$ cat src/design/amlp_pkg.sv
// shared types and constants for the light controller
`default_nettype none
package amlp_pkg;

  typedef enum logic [1:0] {
    KIND_TICK = 2'd0,
    KIND_MODE = 2'd1,
    KIND_LED  = 2'd2,
    KIND_NOP  = 2'd3
  } kind_t;

  // where the duty of an item comes from
  typedef enum logic [1:0] {
    DUTY_KEEP = 2'd0,
    DUTY_ZERO = 2'd1,
    DUTY_FULL = 2'd2,
    DUTY_PID  = 2'd3
  } duty_src_t;

  localparam logic [2:0] REG_GAIN_P    = 3'd0;
  localparam logic [2:0] REG_GAIN_I    = 3'd1;
  localparam logic [2:0] REG_GAIN_D    = 3'd2;
  localparam logic [2:0] REG_THRESHOLD = 3'd3;
  localparam logic [2:0] REG_DEBOUNCE  = 3'd4;
  localparam logic [2:0] REG_ALARM_MIN = 3'd5;

  localparam logic [7:0] FULL_DUTY   = 8'd255;
  localparam int         QUEUE_DEPTH = 4;

  // classified item as it sits in the queue
  typedef struct packed {
    kind_t              kind;
    logic [31:0]        now_ms;
    logic               mode_button;
    logic               led_button;
    logic               high;
    logic               alarm_hit;
    logic               remote_value;
    logic signed [8:0]  err;
  } item_t;

  // settings the back part needs
  typedef struct packed {
    logic [15:0] gain_p;
    logic [15:0] gain_i;
    logic [15:0] gain_d;
    logic [15:0] debounce_ms;
  } back_cfg_t;

endpackage
`default_nettype wire

$ cat src/design/auto_manual_light_pid.sv
// Light controller with manual override and a Q8.8 PID loop on the feedback
// sample. One item is accepted per clock when the result side keeps up; a
// result passes through the queue, the state update stage, the multiply stage
// and the output register with sum and clamp. The state update stage, which
// holds the mode, debounce times and error sum, takes one item per cycle
// while the output is not stalled and sets the rate. A four-entry queue lets
// the input side keep accepting while a result waits. Configuration writes
// are taken at any time and must only be made while no item is in flight.
`default_nettype none
module auto_manual_light_pid import amlp_pkg::*; #(
  parameter int SUM_BITS    = 21,
  parameter int SAMPLE_BITS = 12
) (
  input  wire logic        clk,
  input  wire logic        rst,
  input  wire logic        s_tvalid,
  output logic             s_tready,
  // now_ms[31:0], mode_button[32], led_button[33], ambient_sample[45:34],
  // feedback_sample[57:46], minute_of_day[68:58], remote_value[69], zeros[71:70]
  input  wire logic [71:0] s_tdata,
  // kind[1:0]
  input  wire logic [1:0]  s_tuser,
  output logic             m_tvalid,
  input  wire logic        m_tready,
  // led_duty[7:0], buzzer_on[8], manual_active[9], manual_led_on[10],
  // alarm_has_fired[11], sum_saturated[12], zeros[15:13]
  output logic [15:0]      m_tdata,
  input  wire logic        cfg_valid,
  output logic             cfg_ready,
  input  wire logic [2:0]  cfg_index,
  input  wire logic [15:0] cfg_data
);

  logic [15:0] gain_p;
  logic [15:0] gain_i;
  logic [15:0] gain_d;
  logic [11:0] ambient_threshold;
  logic [15:0] debounce_ms;
  logic [10:0] alarm_minute;

  item_t     front_item;
  item_t     q_head;
  logic      q_full;
  logic      q_empty;
  logic      q_pop;
  logic      push;
  back_cfg_t back_cfg;

  logic [7:0] led_duty;
  logic       buzzer_on;
  logic       manual_active;
  logic       manual_led_on;
  logic       alarm_has_fired;
  logic       sum_saturated;

  assign cfg_ready = 1'b1;

  always_ff @(posedge clk) begin
    if (rst) begin
      gain_p            <= 16'd128;
      gain_i            <= 16'd13;
      gain_d            <= 16'd26;
      ambient_threshold <= 12'd4000;
      debounce_ms       <= 16'd300;
      alarm_minute      <= 11'd618;
    end else if (cfg_valid && cfg_ready) begin
      unique case (cfg_index)
        REG_GAIN_P:    gain_p            <= cfg_data;
        REG_GAIN_I:    gain_i            <= cfg_data;
        REG_GAIN_D:    gain_d            <= cfg_data;
        REG_THRESHOLD: ambient_threshold <= cfg_data[11:0];
        REG_DEBOUNCE:  debounce_ms       <= cfg_data;
        REG_ALARM_MIN: alarm_minute      <= cfg_data[10:0];
        default: ;
      endcase
    end
  end

  assign back_cfg.gain_p      = gain_p;
  assign back_cfg.gain_i      = gain_i;
  assign back_cfg.gain_d      = gain_d;
  assign back_cfg.debounce_ms = debounce_ms;

  assign s_tready = !q_full;
  assign push     = s_tvalid && s_tready;

  amlp_front #(
    .SAMPLE_BITS(SAMPLE_BITS)
  ) u_front (
    .kind              (kind_t'(s_tuser)),
    .now_ms            (s_tdata[31:0]),
    .mode_button       (s_tdata[32]),
    .led_button        (s_tdata[33]),
    .ambient_sample    (s_tdata[45:34]),
    .feedback_sample   (s_tdata[57:46]),
    .minute_of_day     (s_tdata[68:58]),
    .remote_value      (s_tdata[69]),
    .ambient_threshold (ambient_threshold),
    .alarm_minute      (alarm_minute),
    .item              (front_item)
  );

  amlp_queue u_queue (
    .clk       (clk),
    .rst       (rst),
    .push      (push),
    .push_item (front_item),
    .full      (q_full),
    .pop       (q_pop),
    .empty     (q_empty),
    .head      (q_head)
  );

  amlp_back #(
    .SUM_BITS(SUM_BITS)
  ) u_back (
    .clk             (clk),
    .rst             (rst),
    .cfg             (back_cfg),
    .q_empty         (q_empty),
    .q_head          (q_head),
    .q_pop           (q_pop),
    .out_valid       (m_tvalid),
    .out_ready       (m_tready),
    .led_duty        (led_duty),
    .buzzer_on       (buzzer_on),
    .manual_active   (manual_active),
    .manual_led_on   (manual_led_on),
    .alarm_has_fired (alarm_has_fired),
    .sum_saturated   (sum_saturated)
  );

  assign m_tdata = {3'd0, sum_saturated, alarm_has_fired, manual_led_on,
                    manual_active, buzzer_on, led_duty};

endmodule
`default_nettype wire

$ cat src/design/amlp_front.sv
// front part: scales feedback, compares ambient and alarm minute, builds the queue item
`default_nettype none
module amlp_front import amlp_pkg::*; #(
  parameter int SAMPLE_BITS = 12
) (
  input  wire kind_t       kind,
  input  wire logic [31:0] now_ms,
  input  wire logic        mode_button,
  input  wire logic        led_button,
  input  wire logic [11:0] ambient_sample,
  input  wire logic [11:0] feedback_sample,
  input  wire logic [10:0] minute_of_day,
  input  wire logic        remote_value,
  input  wire logic [11:0] ambient_threshold,
  input  wire logic [10:0] alarm_minute,
  output item_t            item
);

  localparam logic [SAMPLE_BITS:0] SAMPLE_MAX = (SAMPLE_BITS + 1)'((1 << SAMPLE_BITS) - 1);

  logic [15:0]              fb_ext;
  logic [SAMPLE_BITS-1:0]   fb;
  logic [SAMPLE_BITS+7:0]   scaled;
  logic [7:0]               q0;
  logic [SAMPLE_BITS:0]     rem;
  logic [7:0]               meas;
  logic                     high;

  assign fb_ext = {4'd0, feedback_sample};
  assign fb     = fb_ext[SAMPLE_BITS-1:0];
  assign scaled = (SAMPLE_BITS + 8)'(fb) * (SAMPLE_BITS + 8)'(FULL_DUTY);

  // divide by 2^n - 1: quotient estimate from the top bits, one correction step
  assign q0   = scaled[SAMPLE_BITS+7:SAMPLE_BITS];
  assign rem  = {1'b0, scaled[SAMPLE_BITS-1:0]} + (SAMPLE_BITS + 1)'(q0);
  assign meas = q0 + ((rem >= SAMPLE_MAX) ? 8'd1 : 8'd0);

  assign high = ambient_sample >= ambient_threshold;

  always_comb begin
    item.kind         = kind;
    item.now_ms       = now_ms;
    item.mode_button  = mode_button;
    item.led_button   = led_button;
    item.high         = high;
    item.alarm_hit    = minute_of_day == alarm_minute;
    item.remote_value = remote_value;
    item.err          = (high ? $signed({1'b0, FULL_DUTY}) : 9'sd0) - $signed({1'b0, meas});
  end

endmodule
`default_nettype wire

$ cat src/design/amlp_queue.sv
// short queue of classified items between front and back
`default_nettype none
module amlp_queue import amlp_pkg::*; (
  input  wire logic  clk,
  input  wire logic  rst,
  input  wire logic  push,
  input  wire item_t push_item,
  output logic       full,
  input  wire logic  pop,
  output logic       empty,
  output item_t      head
);

  localparam int PTR_BITS = $clog2(QUEUE_DEPTH);
  localparam int CNT_BITS = $clog2(QUEUE_DEPTH + 1);

  item_t               entries [QUEUE_DEPTH];
  logic [PTR_BITS-1:0] wr_ptr;
  logic [PTR_BITS-1:0] rd_ptr;
  logic [CNT_BITS-1:0] count;

  assign full  = count == CNT_BITS'(QUEUE_DEPTH);
  assign empty = count == '0;
  assign head  = entries[rd_ptr];

  always_ff @(posedge clk) begin
    if (push) begin
      entries[wr_ptr] <= push_item;
    end
  end

  always_ff @(posedge clk) begin
    if (rst) begin
      wr_ptr <= '0;
      rd_ptr <= '0;
      count  <= '0;
    end else begin
      if (push) begin
        wr_ptr <= (wr_ptr == PTR_BITS'(QUEUE_DEPTH - 1)) ? '0 : wr_ptr + 1'b1;
      end
      if (pop) begin
        rd_ptr <= (rd_ptr == PTR_BITS'(QUEUE_DEPTH - 1)) ? '0 : rd_ptr + 1'b1;
      end
      case ({push, pop})
        2'b10:   count <= count + 1'b1;
        2'b01:   count <= count - 1'b1;
        default: count <= count;
      endcase
    end
  end

endmodule
`default_nettype wire

$ cat src/design/amlp_back.sv
// back part: state update, pid products, sum and clamp, output register
`default_nettype none
module amlp_back import amlp_pkg::*; #(
  parameter int SUM_BITS = 21
) (
  input  wire logic      clk,
  input  wire logic      rst,
  input  wire back_cfg_t cfg,
  input  wire logic      q_empty,
  input  wire item_t     q_head,
  output logic           q_pop,
  output logic           out_valid,
  input  wire logic      out_ready,
  output logic [7:0]     led_duty,
  output logic           buzzer_on,
  output logic           manual_active,
  output logic           manual_led_on,
  output logic           alarm_has_fired,
  output logic           sum_saturated
);

  localparam int AW = SUM_BITS + 19;
  localparam logic signed [AW-1:0] ACC_MAX = AW'(65280);

  logic en;

  // persistent control state
  logic                       manual_mode;
  logic                       manual_led;
  logic [31:0]                last_mode_press;
  logic [31:0]                last_led_press;
  logic signed [SUM_BITS-1:0] error_sum;
  logic signed [8:0]          previous_error;
  logic                       buzzer_reg;
  logic                       alarm_done;

  logic                       manual_mode_next;
  logic                       manual_led_next;
  logic [31:0]                last_mode_press_next;
  logic [31:0]                last_led_press_next;
  logic signed [SUM_BITS-1:0] error_sum_next;
  logic signed [8:0]          previous_error_next;
  logic                       buzzer_reg_next;
  logic                       alarm_done_next;
  duty_src_t                  src_next;
  logic                       sat_next;
  logic signed [9:0]          deriv_next;
  logic signed [SUM_BITS:0]   sum_wide;

  // stage 1 payload
  logic                       s1_valid;
  duty_src_t                  s1_src;
  logic signed [8:0]          s1_err;
  logic signed [9:0]          s1_deriv;
  logic signed [SUM_BITS-1:0] s1_sum;
  logic                       s1_buzzer;
  logic                       s1_mode;
  logic                       s1_led;
  logic                       s1_alarm;
  logic                       s1_sat;

  // stage 2 payload
  logic                       s2_valid;
  duty_src_t                  s2_src;
  logic signed [25:0]         p_prod;
  logic signed [SUM_BITS+16:0] i_prod;
  logic signed [26:0]         d_prod;
  logic                       s2_buzzer;
  logic                       s2_mode;
  logic                       s2_led;
  logic                       s2_alarm;
  logic                       s2_sat;

  logic signed [AW-1:0]       acc;
  logic [7:0]                 pid_duty;
  logic [7:0]                 duty_next;

  assign en    = !out_valid || out_ready;
  assign q_pop = en && !q_empty;

  assign sum_wide = $signed({error_sum[SUM_BITS-1], error_sum})
                  + $signed({{(SUM_BITS - 8){q_head.err[8]}}, q_head.err});

  always_comb begin
    manual_mode_next     = manual_mode;
    manual_led_next      = manual_led;
    last_mode_press_next = last_mode_press;
    last_led_press_next  = last_led_press;
    error_sum_next       = error_sum;
    previous_error_next  = previous_error;
    buzzer_reg_next      = buzzer_reg;
    alarm_done_next      = alarm_done;
    src_next             = DUTY_KEEP;
    sat_next             = 1'b0;
    deriv_next           = $signed({q_head.err[8], q_head.err})
                         - $signed({previous_error[8], previous_error});
    unique case (q_head.kind)
      KIND_TICK: begin
        if (q_head.mode_button &&
            (q_head.now_ms - last_mode_press) > {16'd0, cfg.debounce_ms}) begin
          manual_mode_next     = !manual_mode;
          last_mode_press_next = q_head.now_ms;
        end
        if (manual_mode_next && q_head.led_button &&
            (q_head.now_ms - last_led_press) > {16'd0, cfg.debounce_ms}) begin
          manual_led_next     = !manual_led;
          src_next            = manual_led ? DUTY_ZERO : DUTY_FULL;
          last_led_press_next = q_head.now_ms;
        end
        if (!manual_mode_next) begin
          buzzer_reg_next = q_head.high;
          // saturate when the top two bits of the widened sum disagree
          if (sum_wide[SUM_BITS] != sum_wide[SUM_BITS-1]) begin
            sat_next       = 1'b1;
            error_sum_next = sum_wide[SUM_BITS] ? {1'b1, {(SUM_BITS - 1){1'b0}}}
                                                : {1'b0, {(SUM_BITS - 1){1'b1}}};
          end else begin
            error_sum_next = sum_wide[SUM_BITS-1:0];
          end
          previous_error_next = q_head.err;
          src_next            = q_head.high ? DUTY_PID : DUTY_ZERO;
        end
        if (!alarm_done && q_head.alarm_hit) begin
          src_next        = DUTY_FULL;
          buzzer_reg_next = 1'b1;
          alarm_done_next = 1'b1;
        end
      end
      KIND_MODE: begin
        manual_mode_next = q_head.remote_value;
      end
      KIND_LED: begin
        if (manual_mode) begin
          manual_led_next = q_head.remote_value;
          src_next        = q_head.remote_value ? DUTY_FULL : DUTY_ZERO;
        end
      end
      KIND_NOP: begin
        src_next = DUTY_KEEP;
      end
      default: begin
        src_next = DUTY_KEEP;
      end
    endcase
  end

  always_ff @(posedge clk) begin
    if (rst) begin
      manual_mode     <= 1'b0;
      manual_led      <= 1'b0;
      last_mode_press <= '0;
      last_led_press  <= '0;
      error_sum       <= '0;
      previous_error  <= '0;
      buzzer_reg      <= 1'b0;
      alarm_done      <= 1'b0;
      s1_valid        <= 1'b0;
      s2_valid        <= 1'b0;
      out_valid       <= 1'b0;
      led_duty        <= '0;
    end else begin
      if (q_pop) begin
        manual_mode     <= manual_mode_next;
        manual_led      <= manual_led_next;
        last_mode_press <= last_mode_press_next;
        last_led_press  <= last_led_press_next;
        error_sum       <= error_sum_next;
        previous_error  <= previous_error_next;
        buzzer_reg      <= buzzer_reg_next;
        alarm_done      <= alarm_done_next;
      end
      if (en) begin
        s1_valid  <= q_pop;
        s2_valid  <= s1_valid;
        out_valid <= s2_valid;
        if (s2_valid) begin
          led_duty <= duty_next;
        end
      end
    end
  end

  // payload registers, no reset needed
  always_ff @(posedge clk) begin
    if (en) begin
      s1_src    <= src_next;
      s1_err    <= q_head.err;
      s1_deriv  <= deriv_next;
      s1_sum    <= error_sum_next;
      s1_buzzer <= buzzer_reg_next;
      s1_mode   <= manual_mode_next;
      s1_led    <= manual_led_next;
      s1_alarm  <= alarm_done_next;
      s1_sat    <= sat_next;

      s2_src    <= s1_src;
      p_prod    <= $signed({1'b0, cfg.gain_p}) * s1_err;
      i_prod    <= $signed({1'b0, cfg.gain_i}) * s1_sum;
      d_prod    <= $signed({1'b0, cfg.gain_d}) * s1_deriv;
      s2_buzzer <= s1_buzzer;
      s2_mode   <= s1_mode;
      s2_led    <= s1_led;
      s2_alarm  <= s1_alarm;
      s2_sat    <= s1_sat;

      if (s2_valid) begin
        buzzer_on       <= s2_buzzer;
        manual_active   <= s2_mode;
        manual_led_on   <= s2_led;
        alarm_has_fired <= s2_alarm;
        sum_saturated   <= s2_sat;
      end
    end
  end

  assign acc = AW'(p_prod) + AW'(i_prod) + AW'(d_prod);

  always_comb begin
    if (acc < 0) begin
      pid_duty = 8'd0;
    end else if (acc > ACC_MAX) begin
      pid_duty = FULL_DUTY;
    end else begin
      pid_duty = acc[15:8];
    end
    case (s2_src)
      DUTY_ZERO: duty_next = 8'd0;
      DUTY_FULL: duty_next = FULL_DUTY;
      DUTY_PID:  duty_next = pid_duty;
      default:   duty_next = led_duty;
    endcase
  end

endmodule
`default_nettype wire

$ cat config.mk
export PLATFORM = sky130hd
export DESIGN_NAME = auto_manual_light_pid
export DESIGN_NICKNAME = d
export VERILOG_FILES = /design/src/design/amlp_pkg.sv /design/src/design/auto_manual_light_pid.sv /design/src/design/amlp_front.sv /design/src/design/amlp_queue.sv /design/src/design/amlp_back.sv
export SDC_FILE = /design/constraint.sdc
export NUM_CORES = 2
export LEC_CHECK = 0
export BUFFER_PORTS_ARGS = -buffer_cell sky130_fd_sc_hd__buf_2
export CORE_ASPECT_RATIO = 0.75
export CORE_MARGIN = 4
export CORE_UTILIZATION = 35
export CTS_CLUSTER_SIZE = 28
export DETAILED_ROUTE_END_ITERATION = 10
export SLEW_MARGIN = 10
export SYNTH_ARGS = -nofsm -noshare
export SYNTH_HDL_FRONTEND = slang
export SYNTH_SLANG_ARGS = --single-unit
$ cat constraint.sdc
create_clock -name clk -period 13.2 [get_ports clk]
set_input_delay 2.64 -clock clk [delete_from_list [all_inputs] [get_ports clk]]
set_output_delay 2.64 -clock clk [all_outputs]
set_load 0.01 [all_outputs]
==> impl_metrics.toml <==
[outcome]
status = "finished clean"

[critical_path]
slowest_delay_ps = 620
data_arrival_at_the_endpoint_of_the_critical_path_ps = 11240
path_max_fanout = 4
path_class = "primary input to flop"
critical_path_depth = 38
critical-path-slowest-cell = "fa_1"
reg2reg_setup_slack_ps = 5460
path_common_cell = "a21o_1"
worstRegToRegCells = 21
cp_num_buf_inv = 5
timing.critical_path.max_delay_family = "adder cells"
endpoint_kind = "flop"
setup.worst_path.start_class = "primary input"
crit_required_ps = 13630
timing.rr.end = "u_back.s1_sum[1]"

[routing]
drt_iter0_drc = 2691
avgRoutedWirePerCell_um = 17.90
vias = 39115
routed_wl_mm = 138.0
route.detailed.vias_per_inst = 5.077
firstDrtPassIters = 5
drc = 0
final_antenna_net_count = 0

[global_routing]
grt_remaining_overflow = 0
grt_pass1_vias = 40028
grt_start_max_net_pins = 112
groute.usage.overall_pct = 17.01
antenna_violations_before_repair = 13
grt_pass1_wl_mm = 223.3

[timing]
rsz_0062_raised_after_global_routing = "no"
share_of_the_clock_period_used_by_the_worst_path_pct = 81.88
report.final.hold_viol_count = 0
maxClockFrequency_ghz = 0.09252
setup_slack_ps = 2391
period_needed_ps = 10810
timing.setup.tns_ps = 0
tightest_pin_transition_ps = 1233
final.setup_skew_ps = 74.65
slew-limit-headroom_pct = 17.28
maxSlewViolCount = 0
finalSetupViolations = 0

[synth]
ys_ff_latch = 547
post_synth.cell_area_avg_um2 = 9.781
dominantRegCellSynth = "edfxtp_1"
synth_cells = 5593
synthesis.yosys.warnings = 0
yosysUniqueCellTypes = 95
synth_sequential_area_ratio_pct = 26.28
post_syn_area_mm2 = 0.05470
synth-edff-count = 342
asr_flop_ratio_synth_pct = 0

[layout]
signed_area_change_from_the_synthesized_netlist_to_the_final_layout_pct = 8.170
registers.top_by_ff_count = "u_queue.entries"
post_route_cells_drive_above_1_share_pct = 6.473
largest_register_ffs = 192
reg_top3 = "u_queue.entries x192, u_back.i_prod x38"
final_net_count = 6782
final.fill_count = 15403

[placement]
gp_routability_congestion = 0.8781
placement.io_buffers = 110
pre_cts_ws_ps = 1775
dp_hpwl_mm = 106.7

[clock_tree]
insertion_delay_ps = 690
cts.root.buffer_cell = "clkbuf_16"
cts_setup_buffers = 0
cts_tree = "yes"
ctsHoldBuffers = 0
ctsResizeCount = 0
clk_pin_slew_ps = 70
ctsLongestPathBuffers = 3
numCtsBuffers = 55
clock_tree.htree_level_count = 2
clkSinkCount = 547

[run]
maxCapViolations = 0

[worst_hold_path]
min-delay-path-class = "flop to flop"
hold_path_depth = 0
hold-path-endpoint = "u_back.s2_src[0]"
hold_path.startpoint = "u_back.s1_src[0]"

[die]
initial_core_util_pct = 35.26
die_area_mm2 = 0.1628
fp.dieW_um = 464.5
height_of_the_die_um = 350.4
coreArea_mm2 = 0.1551
num_io_pins = 117
num_rows = 125

[pwr]
power_frac_clock_pct = 10.7
power_switching_w = 0.007665
vdd.ir_drop.worst_v = 0.0002019
comb_power_share_pct = 70.0
switching_share_pct = 49.20
sequential_share_of_power_pct = 19.2
power.density_mw_per_mm2 = 263.3
internal_power_w = 0.007914
static-leakage-power_nw = 25.56
-- routing by layer --
| metal | global-route usage [%] | wire length (um) |
|---|---|---|
| met5 | 0 | 17 |
| met4 | 3.978 | 3484 |
| met3 | 2.835 | 8401 |
| met2 | 26.52 | 60010 |
| met1 | 24.72 | 66040 |
-- final cells by class --
class	count	area [um^2]	area share [%]
Clock buffer	69	1510	2.552
Tap cell	2095	2621	4.430
Clock inverter	34	426.7	0.7210
Sequential cell	547	14380	24.30
Antenna cell	2	5.005	0.008458
Inverter	842	3166	5.350
Timing Repair Buffer	145	819.5	1.385
Multi-Input combinational cell	3971	36250	61.25
-- how the worst max path moves through the flow --
stage | from | end | slack, ps
after global placement | s_tdata[49] | u_queue.entries[2][7] | 1880
after floorplan | s_tdata[49] | u_queue.entries[0][7] | 2790
after global routing | s_tdata[49] | u_queue.entries[0][7] | 1790
after detailed placement | s_tdata[49] | u_queue.entries[3][7] | 1770
final | s_tdata[49] | u_queue.entries[1][8] | 2390
after CTS | s_tdata[49] | u_queue.entries[0][7] | 2480
-- power groups by stage --
stage          Sequential, W  Clock [W]  Combinational, W
6_report             0.00300    0.00167            0.0109
5_1_grt              0.00305    0.00178            0.0123
4_1_cts              0.00300    0.00172            0.0109
3_5_place_dp         0.00303          0            0.0108
3_3_place_gp         0.00302          0            0.0107
2_1_floorplan        0.00274          0           0.00844
-- cells in the final DEF, fill, tap and decap left out, types with 45 or more instances in the layout --
| cell type | instances |
|---|---|
| a21oi_1 | 337 |
| nand2b_1 | 57 |
| mux4_2 | 46 |
| a21o_1 | 117 |
| fa_1 | 641 |
| nor3_1 | 79 |
| mux2i_1 | 45 |
| xor2_1 | 69 |
| inv_1 | 840 |
| buf_2 | 109 |
| clkbuf_16 | 56 |
| ha_1 | 481 |
| nor2_1 | 177 |
| and2_1 | 286 |
| dfxtp_1 | 203 |
| xnor2_1 | 138 |
| edfxtp_1 | 342 |
| nand2_1 | 644 |
| nand3_1 | 115 |
| o21ai_0 | 170 |
-- cells in the mapped netlist (7+ instances only) --
cell,count,area share (%)
mux2i_1,45,0.82
or2_2,17,0.19
a21o_1,117,1.6
o31a_1,10,0.16
o21a_1,43,0.59
nor2b_1,44,0.50
buf_4,12,0.16
nor3_1,81,0.74
dfxtp_1,205,7.5
nand2_1,644,4.4
nand3_1,117,1.1
a31o_2,10,0.16
buf_2,13,0.12
nand4_1,41,0.47
or3_1,18,0.21
a21oi_1,337,3.1
edfxtp_1,342,19
o31ai_1,13,0.18
nor2_1,177,1.2
o21ai_0,170,1.6
a2111oi_0,10,0.16
mux4_2,46,1.9
mux2_2,8,0.16
clkbuf_1,201,1.4
and3_1,33,0.38
o22ai_1,9,0.10
a211oi_1,35,0.48
xnor2_1,138,2.2
o211ai_1,29,0.40
xor2_1,69,1.1
inv_1,841,5.8
a41o_1,7,0.13
fa_1,641,23
mux2_4,18,0.49
nand2b_1,57,0.65
a211o_1,10,0.16
a31oi_1,30,0.34
a41oi_1,7,0.11
o21bai_1,23,0.32
a21boi_0,13,0.18
ha_1,481,11
nor4_1,19,0.22
and2_1,286,3.3
-- worst register-to-register path, cell delays in order (launching register included) --
cell and delay (ps):
dfxtp_4 730, buf_4 530, mux4_2 700, ha_1 490
and3_1 280, nand2_1 110, o21bai_1 170, o21bai_1 220
nor2b_1 170, xnor2_1 160, ha_1 310, nand4_1 150
nor3_1 290, nand4_1 160, o31a_1 170, nor4_2 310
o221ai_2 170, a2111oi_4 420, a211o_1 210, and3_4 730
nand2_4 520, mux2_2 460
-- stage by stage --
stage	cell area [um^2]	util [%]	instances	hold WS (ps)	power [W]
2_1_floorplan	54710	-	5595	400.3	0.01118
3_3_place_gp	57230	36.89	7600	405.9	0.01370
3_5_place_dp	57230	36.89	7600	404.5	0.01385
4_1_cts	59170	38.14	7703	420.6	0.01562
5_1_grt	59170	38.14	7704	429.7	0.01717
6_report	59170	38.14	7705	423.1	0.01558
-- cell families (layout without fill, tap and decap cells) --
| family | count (synthesis) | count (layout) | share of synthesized area (%) |
|---|---|---|---|
| buf+inv | 1077 | 1090 | 7.543 |
| other cells | 2 | 6 | 0.01373 |
| simple gates | 1573 | 1573 | 13.97 |
| mux | 117 | 117 | 3.376 |
| fa+ha+maj | 1127 | 1127 | 34.55 |
| flops | 547 | 547 | 26.28 |
| compound gates | 942 | 942 | 10.91 |
| xor+xnor | 208 | 208 | 3.358 |
Power figures use the tool's default switching activity.
